===== config.mk =====
export PLATFORM = sky130hd
export DESIGN_NAME = selective_repeat_arq_engine_core_flat
export DESIGN_NICKNAME = d
export VERILOG_FILES = /design/src/sraq_pkg.sv /design/src/sraq_if.sv /design/src/selective_repeat_arq_engine_core.sv /design/src/sraq_ctrl.sv /design/src/sraq_dp.sv /design/src/flat_wrapper.sv
export SDC_FILE = /design/constraint.sdc
export NUM_CORES = 1
export LEC_CHECK = 0
export BUFFER_PORTS_ARGS = -buffer_cell sky130_fd_sc_hd__buf_2
export CORE_UTILIZATION = 54
export DETAILED_ROUTE_END_ITERATION = 8
export HOLD_SLACK_MARGIN = 0.08
export PLACE_DENSITY_LB_ADDON = 0.08
export RECOVER_POWER = 100
export SLEW_MARGIN = 20
export SYNTH_ARGS = -nofsm -noshare
export SYNTH_HDL_FRONTEND = slang
export SYNTH_SLANG_ARGS = --single-unit

===== constraint.sdc =====
create_clock -name clk_i -period 3.65 [get_ports clk_i]
set_clock_uncertainty 0.2 [all_clocks]
set_input_delay 0.73 -clock clk_i [delete_from_list [all_inputs] [get_ports clk_i]]
set_output_delay 0.73 -clock clk_i [all_outputs]
set_load 0.02 [all_outputs]

===== src/sraq_pkg.sv =====
// Shared codes, types and defaults of the selective-repeat ARQ engine.
package sraq_pkg;

  // Default sequence number width; window is half the sequence space.
  localparam int unsigned SEQ_BITS_DEF = 4;

  // Event codes of an input word.
  localparam logic [2:0] MODE_PKT_READY  = 3'd0;
  localparam logic [2:0] MODE_LINK_READY = 3'd1;
  localparam logic [2:0] MODE_FRAME      = 3'd2;
  localparam logic [2:0] MODE_DATA_TMO   = 3'd3;
  localparam logic [2:0] MODE_ACK_TMO    = 3'd4;

  // Received frame kinds.
  localparam logic [1:0] KIND_DATA = 2'd0;
  localparam logic [1:0] KIND_ACK  = 2'd1;
  localparam logic [1:0] KIND_NAK  = 2'd2;

  // Action codes of an output word.
  localparam logic [2:0] ACT_DATA    = 3'd0;
  localparam logic [2:0] ACT_ACK     = 3'd1;
  localparam logic [2:0] ACT_NAK     = 3'd2;
  localparam logic [2:0] ACT_DELIVER = 3'd3;
  localparam logic [2:0] ACT_STOP    = 3'd4;
  localparam logic [2:0] ACT_START   = 3'd5;
  localparam logic [2:0] ACT_STATUS  = 3'd6;

  // Datapath operations issued by the controller.
  typedef enum logic [3:0] {
    OP_NONE,
    OP_LATCH,
    OP_LINK,
    OP_DATA_NEW,
    OP_DATA_TMO,
    OP_DATA_NAK,
    OP_ACK,
    OP_NAK,
    OP_START,
    OP_DELIVER,
    OP_STOP,
    OP_STATUS
  } dp_op_e;

  typedef struct packed {
    dp_op_e op;
    logic   mark;      // set the arrival bit of the received sequence number
  } dp_cmd_t;

  typedef struct packed {
    logic [2:0] mode;
    logic       good;
    logic [1:0] kind;
    logic       can_send;      // outstanding below window
    logic       nak_ok;        // no NAK sent since last delivery
    logic       seq_off;       // received seq is not the expected one
    logic       accept;        // received seq in window and not yet arrived
    logic       head_arrived;  // frame at the receive lower edge has arrived
    logic       any;           // at least one delivery in this event
    logic       want_ok;       // NAK-requested seq lies in sender window
    logic       stop_ok;       // ack covers the sender lower edge
    logic       emit_ok;       // output register can take a word
  } dp_stat_t;

endpackage


===== src/sraq_if.sv =====
// Input event and output command channels of the ARQ engine.
interface sraq_in_if import sraq_pkg::*; #(
  parameter int unsigned SEQ_BITS = SEQ_BITS_DEF
);
  logic                valid;
  logic                ready;
  logic [2:0]          mode;
  logic                frame_good;
  logic [1:0]          frame_type;
  logic [SEQ_BITS-1:0] frame_seq;
  logic [SEQ_BITS-1:0] ack_seq;
  logic [SEQ_BITS-1:0] timeout_seq;

  modport source (
    output valid, mode, frame_good, frame_type, frame_seq, ack_seq, timeout_seq,
    input  ready
  );
  modport sink (
    input  valid, mode, frame_good, frame_type, frame_seq, ack_seq, timeout_seq,
    output ready
  );
endinterface

interface sraq_out_if import sraq_pkg::*; #(
  parameter int unsigned SEQ_BITS = SEQ_BITS_DEF
);
  logic                valid;
  logic                ready;
  logic [2:0]          action;
  logic [SEQ_BITS-1:0] seq_number;
  logic [SEQ_BITS-1:0] ack_number;
  logic [SEQ_BITS-2:0] buffer_slot;
  logic                network_enable;
  logic                last;

  modport source (
    output valid, action, seq_number, ack_number, buffer_slot, network_enable, last,
    input  ready
  );
  modport sink (
    input  valid, action, seq_number, ack_number, buffer_slot, network_enable, last,
    output ready
  );
endinterface


===== src/selective_repeat_arq_engine_core.sv =====
// Top level of the selective-repeat ARQ control engine.
//
// Selective-repeat ARQ engine with SEQ_BITS-bit sequence numbers and a window of
// half the sequence space (8 buffers at the default width). Each input word is one
// event: packet ready, link ready, frame received (already length and CRC checked),
// data timeout or ack timeout. The engine answers with a burst of command words in
// order: send data / ack / NAK or an ack-timer start, in-order deliveries by buffer
// slot, a further ack-timer start after deliveries, data-timer stops, closed by one
// status word (last = 1) that carries network_enable. Payload buffers, CRC and
// timers live outside. One event is in flight at a time: the input is ready only
// between bursts. Besides emitting its output words, the sequencer takes the event,
// passes decision steps that emit nothing, and closes each loop that it enters; the
// delivery loop and the ack loop each retire one sequence number per cycle, and a
// stalled output holds the sequencer. The last output word may still be waiting when
// the next event is taken.
module selective_repeat_arq_engine_core import sraq_pkg::*; #(
  parameter int unsigned SEQ_BITS = SEQ_BITS_DEF
) (
  input  logic       clk_i,
  input  logic       rst_ni,
  sraq_in_if.sink    in_i,
  sraq_out_if.source out_o
);

  dp_cmd_t  cmd;
  dp_stat_t stat;
  logic     in_ready;

  // Sequence the event: one datapath operation per cycle.
  sraq_ctrl u_ctrl (
    .clk_i      (clk_i),
    .rst_ni     (rst_ni),
    .in_valid_i (in_i.valid),
    .in_ready_o (in_ready),
    .stat_i     (stat),
    .cmd_o      (cmd)
  );

  assign in_i.ready = in_ready;

  // Hold window state, arrival map and the output word.
  sraq_dp #(
    .SEQ_BITS (SEQ_BITS)
  ) u_dp (
    .clk_i         (clk_i),
    .rst_ni        (rst_ni),
    .mode_i        (in_i.mode),
    .frame_good_i  (in_i.frame_good),
    .frame_type_i  (in_i.frame_type),
    .frame_seq_i   (in_i.frame_seq),
    .ack_seq_i     (in_i.ack_seq),
    .timeout_seq_i (in_i.timeout_seq),
    .cmd_i         (cmd),
    .stat_o        (stat),
    .out_o         (out_o)
  );

endmodule


===== src/sraq_ctrl.sv =====
// Event sequencer of the ARQ engine: decides the datapath operation per cycle.
module sraq_ctrl import sraq_pkg::*; (
  input  logic     clk_i,
  input  logic     rst_ni,
  input  logic     in_valid_i,
  output logic     in_ready_o,
  input  dp_stat_t stat_i,
  output dp_cmd_t  cmd_o
);

  localparam logic [2:0] S_IDLE   = 3'd0;
  localparam logic [2:0] S_FIRST  = 3'd1;
  localparam logic [2:0] S_DLV    = 3'd2;
  localparam logic [2:0] S_DSTART = 3'd3;
  localparam logic [2:0] S_RESEND = 3'd4;
  localparam logic [2:0] S_STOP   = 3'd5;
  localparam logic [2:0] S_STATUS = 3'd6;

  logic [2:0] state_q, state_d;

  always_comb begin
    state_d    = state_q;
    cmd_o.op   = OP_NONE;
    cmd_o.mark = 1'b0;
    in_ready_o = 1'b0;
    case (state_q)
      S_IDLE: begin
        in_ready_o = 1'b1;
        if (in_valid_i) begin
          cmd_o.op = OP_LATCH;
          state_d  = S_FIRST;
        end
      end
      S_FIRST: begin
        case (stat_i.mode)
          MODE_PKT_READY: begin
            if (!stat_i.can_send) begin
              state_d = S_STATUS;
            end else if (stat_i.emit_ok) begin
              cmd_o.op = OP_DATA_NEW;
              state_d  = S_STATUS;
            end
          end
          MODE_LINK_READY: begin
            cmd_o.op = OP_LINK;
            state_d  = S_STATUS;
          end
          MODE_FRAME: begin
            if (!stat_i.good) begin
              if (!stat_i.nak_ok) begin
                state_d = S_STATUS;
              end else if (stat_i.emit_ok) begin
                cmd_o.op = OP_NAK;
                state_d  = S_STATUS;
              end
            end else if (stat_i.kind == KIND_DATA) begin
              if (stat_i.emit_ok) begin
                cmd_o.op   = (stat_i.seq_off && stat_i.nak_ok) ? OP_NAK : OP_START;
                cmd_o.mark = stat_i.accept;
                state_d    = stat_i.accept ? S_DLV : S_STOP;
              end
            end else if (stat_i.kind == KIND_NAK) begin
              state_d = S_RESEND;
            end else begin
              state_d = S_STOP;
            end
          end
          MODE_DATA_TMO: begin
            if (stat_i.emit_ok) begin
              cmd_o.op = OP_DATA_TMO;
              state_d  = S_STATUS;
            end
          end
          MODE_ACK_TMO: begin
            if (stat_i.emit_ok) begin
              cmd_o.op = OP_ACK;
              state_d  = S_STATUS;
            end
          end
          default: begin
            state_d = S_STATUS;
          end
        endcase
      end
      S_DLV: begin
        if (!stat_i.head_arrived) begin
          state_d = stat_i.any ? S_DSTART : S_STOP;
        end else if (stat_i.emit_ok) begin
          cmd_o.op = OP_DELIVER;
        end
      end
      S_DSTART: begin
        if (stat_i.emit_ok) begin
          cmd_o.op = OP_START;
          state_d  = S_STOP;
        end
      end
      S_RESEND: begin
        if (!stat_i.want_ok) begin
          state_d = S_STOP;
        end else if (stat_i.emit_ok) begin
          cmd_o.op = OP_DATA_NAK;
          state_d  = S_STOP;
        end
      end
      S_STOP: begin
        if (!stat_i.stop_ok) begin
          state_d = S_STATUS;
        end else if (stat_i.emit_ok) begin
          cmd_o.op = OP_STOP;
        end
      end
      S_STATUS: begin
        if (stat_i.emit_ok) begin
          cmd_o.op = OP_STATUS;
          state_d  = S_IDLE;
        end
      end
      default: begin
        state_d = S_IDLE;
      end
    endcase
  end

  always_ff @(posedge clk_i or negedge rst_ni) begin
    if (!rst_ni) begin
      state_q <= S_IDLE;
    end else begin
      state_q <= state_d;
    end
  end

endmodule


===== src/sraq_dp.sv =====
// Window state, arrival map and output register of the ARQ engine.
module sraq_dp import sraq_pkg::*; #(
  parameter int unsigned SEQ_BITS = SEQ_BITS_DEF
) (
  input  logic                clk_i,
  input  logic                rst_ni,
  input  logic [2:0]          mode_i,
  input  logic                frame_good_i,
  input  logic [1:0]          frame_type_i,
  input  logic [SEQ_BITS-1:0] frame_seq_i,
  input  logic [SEQ_BITS-1:0] ack_seq_i,
  input  logic [SEQ_BITS-1:0] timeout_seq_i,
  input  dp_cmd_t             cmd_i,
  output dp_stat_t            stat_o,
  sraq_out_if.source          out_o
);

  localparam int unsigned W   = SEQ_BITS;
  localparam int unsigned SW  = SEQ_BITS - 1;
  localparam int unsigned NRB = 2 ** SW;
  localparam logic [W-1:0] WIN = W'(NRB);

  function automatic logic in_win(logic [W-1:0] a, logic [W-1:0] b, logic [W-1:0] c);
    return ((a <= b) && (b < c)) || ((c < a) && (a <= b)) || ((b < c) && (c < a));
  endfunction

  // Window state
  logic [W-1:0]   sle_q, sle_d, nts_q, nts_d, rle_q, rle_d, rue_q, rue_d;
  logic [W-1:0]   outst_q, outst_d;
  logic [NRB-1:0] arrived_q, arrived_d;
  logic           nak_ok_q, nak_ok_d, link_q, link_d, any_q, any_d;

  // Held event
  logic [2:0]   mode_q, mode_d;
  logic         good_q, good_d;
  logic [1:0]   kind_q, kind_d;
  logic [W-1:0] fseq_q, fseq_d, fack_q, fack_d, tseq_q, tseq_d;

  // Output register
  logic          ovalid_q, ovalid_d;
  logic [2:0]    oact_q, oact_d;
  logic [W-1:0]  oseq_q, oseq_d, oack_q, oack_d;
  logic [SW-1:0] oslot_q, oslot_d;
  logic          one_q, one_d, olast_q, olast_d;

  logic [W-1:0] piggy, want;
  logic         emit_ok, emit;

  assign piggy   = rle_q - W'(1);
  assign want    = fack_q + W'(1);
  assign emit_ok = !ovalid_q || out_o.ready;

  assign stat_o.mode         = mode_q;
  assign stat_o.good         = good_q;
  assign stat_o.kind         = kind_q;
  assign stat_o.can_send     = outst_q < WIN;
  assign stat_o.nak_ok       = nak_ok_q;
  assign stat_o.seq_off      = fseq_q != rle_q;
  assign stat_o.accept       = in_win(rle_q, fseq_q, rue_q) && !arrived_q[fseq_q[SW-1:0]];
  assign stat_o.head_arrived = arrived_q[rle_q[SW-1:0]];
  assign stat_o.any          = any_q;
  assign stat_o.want_ok      = in_win(sle_q, want, nts_q);
  assign stat_o.stop_ok      = in_win(sle_q, fack_q, nts_q);
  assign stat_o.emit_ok      = emit_ok;

  always_comb begin
    sle_d     = sle_q;
    nts_d     = nts_q;
    rle_d     = rle_q;
    rue_d     = rue_q;
    outst_d   = outst_q;
    arrived_d = arrived_q;
    nak_ok_d  = nak_ok_q;
    link_d    = link_q;
    any_d     = any_q;
    mode_d    = mode_q;
    good_d    = good_q;
    kind_d    = kind_q;
    fseq_d    = fseq_q;
    fack_d    = fack_q;
    tseq_d    = tseq_q;
    emit      = 1'b1;
    oact_d    = ACT_STATUS;
    oseq_d    = '0;
    oack_d    = '0;
    oslot_d   = '0;
    one_d     = 1'b0;
    olast_d   = 1'b0;

    case (cmd_i.op)
      OP_LATCH: begin
        emit   = 1'b0;
        mode_d = mode_i;
        good_d = frame_good_i;
        kind_d = frame_type_i;
        fseq_d = frame_seq_i;
        fack_d = ack_seq_i;
        tseq_d = timeout_seq_i;
        any_d  = 1'b0;
      end
      OP_LINK: begin
        emit   = 1'b0;
        link_d = 1'b1;
      end
      OP_DATA_NEW: begin
        oact_d  = ACT_DATA;
        oseq_d  = nts_q;
        oack_d  = piggy;
        oslot_d = nts_q[SW-1:0];
        outst_d = outst_q + W'(1);
        nts_d   = nts_q + W'(1);
        link_d  = 1'b0;
      end
      OP_DATA_TMO: begin
        oact_d  = ACT_DATA;
        oseq_d  = tseq_q;
        oack_d  = piggy;
        oslot_d = tseq_q[SW-1:0];
        link_d  = 1'b0;
      end
      OP_DATA_NAK: begin
        oact_d  = ACT_DATA;
        oseq_d  = want;
        oack_d  = piggy;
        oslot_d = want[SW-1:0];
        link_d  = 1'b0;
      end
      OP_ACK: begin
        oact_d = ACT_ACK;
        oack_d = piggy;
        link_d = 1'b0;
      end
      OP_NAK: begin
        oact_d   = ACT_NAK;
        oack_d   = piggy;
        nak_ok_d = 1'b0;
        link_d   = 1'b0;
      end
      OP_START: begin
        oact_d = ACT_START;
      end
      OP_DELIVER: begin
        oact_d                       = ACT_DELIVER;
        oseq_d                       = rle_q;
        oslot_d                      = rle_q[SW-1:0];
        nak_ok_d                     = 1'b1;
        arrived_d[rle_q[SW-1:0]]     = 1'b0;
        rle_d                        = rle_q + W'(1);
        rue_d                        = rue_q + W'(1);
        any_d                        = 1'b1;
      end
      OP_STOP: begin
        oact_d  = ACT_STOP;
        oseq_d  = sle_q;
        outst_d = outst_q - W'(1);
        sle_d   = sle_q + W'(1);
      end
      OP_STATUS: begin
        oact_d  = ACT_STATUS;
        one_d   = (outst_q < WIN) && link_q;
        olast_d = 1'b1;
      end
      default: begin
        emit = 1'b0;
      end
    endcase

    // Arrival of the received frame is recorded alongside its NAK or ack-timer start.
    if (cmd_i.mark) begin
      arrived_d[fseq_q[SW-1:0]] = 1'b1;
    end

    // Hold the word until taken; a new word loads only when the register is free.
    if (emit) begin
      ovalid_d = 1'b1;
    end else begin
      ovalid_d = ovalid_q && !out_o.ready;
    end
  end

  always_ff @(posedge clk_i or negedge rst_ni) begin
    if (!rst_ni) begin
      sle_q     <= '0;
      nts_q     <= '0;
      rle_q     <= '0;
      rue_q     <= WIN;
      outst_q   <= '0;
      arrived_q <= '0;
      nak_ok_q  <= 1'b1;
      link_q    <= 1'b0;
      any_q     <= 1'b0;
      ovalid_q  <= 1'b0;
    end else begin
      sle_q     <= sle_d;
      nts_q     <= nts_d;
      rle_q     <= rle_d;
      rue_q     <= rue_d;
      outst_q   <= outst_d;
      arrived_q <= arrived_d;
      nak_ok_q  <= nak_ok_d;
      link_q    <= link_d;
      any_q     <= any_d;
      ovalid_q  <= ovalid_d;
    end
  end

  always_ff @(posedge clk_i) begin
    mode_q <= mode_d;
    good_q <= good_d;
    kind_q <= kind_d;
    fseq_q <= fseq_d;
    fack_q <= fack_d;
    tseq_q <= tseq_d;
    if (emit) begin
      oact_q  <= oact_d;
      oseq_q  <= oseq_d;
      oack_q  <= oack_d;
      oslot_q <= oslot_d;
      one_q   <= one_d;
      olast_q <= olast_d;
    end
  end

  assign out_o.valid          = ovalid_q;
  assign out_o.action         = oact_q;
  assign out_o.seq_number     = oseq_q;
  assign out_o.ack_number     = oack_q;
  assign out_o.buffer_slot    = oslot_q;
  assign out_o.network_enable = one_q;
  assign out_o.last           = olast_q;

endmodule


===== src/flat_wrapper.sv =====
// flat-port wrapper written by rule: the top's interface ports become plain ports
module selective_repeat_arq_engine_core_flat import sraq_pkg::*;
#(
  parameter int unsigned SEQ_BITS = SEQ_BITS_DEF
)
  (clk_i, rst_ni, in_i_valid, in_i_mode, in_i_frame_good, in_i_frame_type, in_i_frame_seq, in_i_ack_seq, in_i_timeout_seq, in_i_ready, out_o_valid, out_o_action, out_o_seq_number, out_o_ack_number, out_o_buffer_slot, out_o_network_enable, out_o_last, out_o_ready);
  sraq_in_if #(.SEQ_BITS(SEQ_BITS)) in_i_i ();
  sraq_out_if #(.SEQ_BITS(SEQ_BITS)) out_o_i ();
  input  logic clk_i;
  input  logic rst_ni;
  input wire logic [$bits(in_i_i.valid)-1:0] in_i_valid;
  input wire logic [$bits(in_i_i.mode)-1:0] in_i_mode;
  input wire logic [$bits(in_i_i.frame_good)-1:0] in_i_frame_good;
  input wire logic [$bits(in_i_i.frame_type)-1:0] in_i_frame_type;
  input wire logic [$bits(in_i_i.frame_seq)-1:0] in_i_frame_seq;
  input wire logic [$bits(in_i_i.ack_seq)-1:0] in_i_ack_seq;
  input wire logic [$bits(in_i_i.timeout_seq)-1:0] in_i_timeout_seq;
  output wire logic [$bits(in_i_i.ready)-1:0] in_i_ready;
  output wire logic [$bits(out_o_i.valid)-1:0] out_o_valid;
  output wire logic [$bits(out_o_i.action)-1:0] out_o_action;
  output wire logic [$bits(out_o_i.seq_number)-1:0] out_o_seq_number;
  output wire logic [$bits(out_o_i.ack_number)-1:0] out_o_ack_number;
  output wire logic [$bits(out_o_i.buffer_slot)-1:0] out_o_buffer_slot;
  output wire logic [$bits(out_o_i.network_enable)-1:0] out_o_network_enable;
  output wire logic [$bits(out_o_i.last)-1:0] out_o_last;
  input wire logic [$bits(out_o_i.ready)-1:0] out_o_ready;
  assign in_i_i.valid = in_i_valid;
  assign in_i_i.mode = in_i_mode;
  assign in_i_i.frame_good = in_i_frame_good;
  assign in_i_i.frame_type = in_i_frame_type;
  assign in_i_i.frame_seq = in_i_frame_seq;
  assign in_i_i.ack_seq = in_i_ack_seq;
  assign in_i_i.timeout_seq = in_i_timeout_seq;
  assign in_i_ready = in_i_i.ready;
  assign out_o_valid = out_o_i.valid;
  assign out_o_action = out_o_i.action;
  assign out_o_seq_number = out_o_i.seq_number;
  assign out_o_ack_number = out_o_i.ack_number;
  assign out_o_buffer_slot = out_o_i.buffer_slot;
  assign out_o_network_enable = out_o_i.network_enable;
  assign out_o_last = out_o_i.last;
  assign out_o_i.ready = out_o_ready;
  selective_repeat_arq_engine_core #(.SEQ_BITS(SEQ_BITS)) u_core (.clk_i(clk_i), .rst_ni(rst_ni), .in_i(in_i_i), .out_o(out_o_i));
endmodule

==> qor.yml <==
outcome: "finished with violations"
violations: "max-capacitance violations, max-slew violations"
cp_top_family: "compound AO/OA/AOI/OAI gates"
hold_buffers: 0
gp_congestion: 0.941
arrival_ps: 3600
hold_viol: 0
drt-total-wl_um: 10400
path_clk_slew_ps: 80
grt_use_total: 0.257
drc: 0
final_layout_size_suffix_gt1_frac: 0.169
critPathMaxFanout: 4
die_h_um: 92.3
portBuffers: 39
grt_overflow: 0
yosysWarnings: 0
ant_nets: 0
cts_sinks: 69
maxSlewViolCount: 36
worstSetupPathType: "reg2reg"
grt_max_degree: 36
max_freq_mhz: 281
insertedDiodeCount: 0
stdcell_area_um2: 5060
cp-end-kind: "register"
fp.coreArea_um2: 7810
ctsRootBufferMaster: "clkbuf_8"
route.vias.total: 3598
synth_top_area_share: 0.232
worst_slew_pin_slew_ps: 2000
stdcell_count: 599
ys_seq_area_frac: 0.431
crit_path_top_delay_cell: "or4b_4"
vdd_drop_max_mv: 0.339
syn_area_um2: 4400
synth_ff_type: "edfxtp_1"
cp_num_buf_inv: 2
synth_top_area_cell: "edfxtp_1"
syn_inst: 435
dpl_cell_area_um2: 4810
nFillCells: 659
tns_ps: 0
post-synth-top-count-cell: "nand2_1"
layout.nets: 550
setup_violations: 0
regArea_um2: 1900
cts_tree: "yes"
power_density_nw_per_um2: 749
syn2layout_area_growth_pct: 14.9
synth.area.top_cells: "edfxtp_1 (23%), dfrtp_1 (19%), ha_1 (9.9%)"
clk_latency_ps: 340
cts_made_buffers: 9
wl_per_cell_um: 17.3
path_common_cell: "ha_1"
dieWidth_um: 92.3
cpPeakStageDelay_ps: 560
multi_input_area_um2: 2310
synth_edf_count: 34
cap_viol_max_count: 1
p_leak_nw: 2.08
holdCritPathClass: "reg2reg"
timing.hold.ws_ps: 307
post-route-period-util: 0.976
avgSynthCellArea_um2: 10.1
period_minus_slack_ps: 3560
ioPinCount: 40
drtPass1Iterations: 5
clockBufferDepth: 2
die_area_um2: 8520
antenna_found_initial: 0
synth.distinct_cells: 73
slew_headroom: -0.331
initialDrtViolationCount: 259
num_rows: 32
place_hpwl_um: 7590
syn-num-nets: 493
ys_async_sr_fraction: 0.507
h-tree-depth: 3
start_util: 0.564
start_kind: "register"
worstPathCellList: "inv_1 > ha_1 > a21oi_1 > o22ai_1 > o22a_1 > maj3_2 > or3_4 > inv_4 > ha_1 > a21o_1 > a21oi_2 > o211ai_1 > or4b_4 > o311ai_2"
ys_ff_latch: 69
place_inst: 581
grt_pass1_wl_um: 16800
post-route-util: 0.648
synthTopCellsByCount: "nand2_1 (40), ha_1 (35), edfxtp_1 (34), dfrtp_1 (33), inv_1 (33)"
viasPerCell: 6.01
grt_pass1_vias: 3432
cp.required_ps: 3690
placed cells by master (no fill, tap or decap), drive strengths merged, types with 3 or more instances in the layout:
cell type	n
nand2	41
buf	41
inv	36
ha	35
edfxtp	34
clkbuf	34
dfrtp	33
a21oi	26
nor2	25
o21ai	24
nor3	16
xnor2	15
nand2b	10
nand3	9
o31ai	7
nor2b	6
mux2i	6
nand4	6
o32ai	5
o211ai	5
a31oi	4
o31a	4
a221o	4
o41ai	4
and2	4
o311ai	4
mux2	4
o22ai	3
mux4	3
maj3	3
clkinv	3
nor4	3
cells by family (layout without fill, tap and decap cells):
logic type | Yosys count | after routing | share of synthesized area
AO/OA/AOI/OAI | 109 | 109 | 0.174
XOR/XNOR | 17 | 17 | 0.0338
adder cells (fa/ha/maj) | 39 | 39 | 0.111
buffers and inverters | 54 | 116 | 0.0509
flip-flops | 69 | 69 | 0.431
multiplexers | 13 | 13 | 0.0401
AND/OR/NAND/NOR | 134 | 134 | 0.159
state kept, by name, indices dropped and copies added (netlist names), 2 cells and up:
signal	count
u_core.u_dp.out_o.buffer_slot	3
u_core.u_dp.outst_q	4
u_core.u_dp.rle_q	4
u_core.u_dp.arrived_q	8
u_core.u_dp.fseq_q	4
u_core.u_dp.out_o.seq_number	4
u_core.u_dp.rue_q	4
u_core.u_dp.kind_q	2
u_core.u_dp.mode_q	3
u_core.u_dp.fack_q	4
u_core.u_dp.nts_q	4
u_core.u_dp.sle_q	4
u_core.u_dp.out_o.action	3
u_core.u_ctrl.state_q	3
u_core.u_dp.out_o.ack_number	4
u_core.u_dp.tseq_q	4
layout make-up:
| type | count | area share |
|---|---|---|
| multi-input combinational | 312 | 0.458 |
| sequential | 69 | 0.376 |
| timing repair buffer | 64 | 0.0680 |
| clock buffer | 11 | 0.0299 |
| inverter | 36 | 0.0272 |
| tap | 102 | 0.0252 |
| clock inverter | 5 | 0.0163 |
path summary, 6_finish.rpt:
kind                                       start                endpoint  slack [ps]  cells after the start
max reg2reg                u_core.u_dp.fack_q[2]  u_core.u_dp.outst_q[3]          90                     14
max in group asynchronous                 rst_ni    u_core.u_dp.sle_q[3]        1230                      1
max                        u_core.u_dp.fack_q[2]  u_core.u_dp.outst_q[3]          90                     14
min                         u_core.u_dp.rue_q[3]    u_core.u_dp.rue_q[3]         310                      1
min reg2reg                 u_core.u_dp.rue_q[3]    u_core.u_dp.rue_q[3]         310                      1
min in group asynchronous                 rst_ni  u_core.u_dp.outst_q[3]         740                      1
power by group:
part	internal, mW	leakage [nW]	switching [mW]
clock network	0.423	0.120	0.297
logic	0.696	1.21	1.09
registers	1.10	0.748	0.179
total	2.22	2.08	1.57
layer usage:
layer,track usage,part of all wire
met1,0.342,0.44
met2,0.428,0.48
met3,0.0443,0.057
met4,0.0794,0.018
met5,0,0
per-stage QoR:
| stage | setup slack, ps | power (mW) |
|---|---|---|
| after global routing | -5.83 | 4.02 |
| final | 88.8 | 3.79 |
| after global placement | 156 | 3.01 |
| after detailed placement | 43.6 | 3.05 |
| after floorplan | 29.8 | 2.46 |
| after CTS | 11.0 | 3.79 |
timing repair:
item / 4_1_cts / 5_1_grt
buffers inserted: 0 / 2
setup endpoints to repair: 1 / 1
resized for setup: 1 / 9
hold endpoints to repair: 0 / 0
pin swaps: 0 / 3
(Power assumes the default switching activity.)
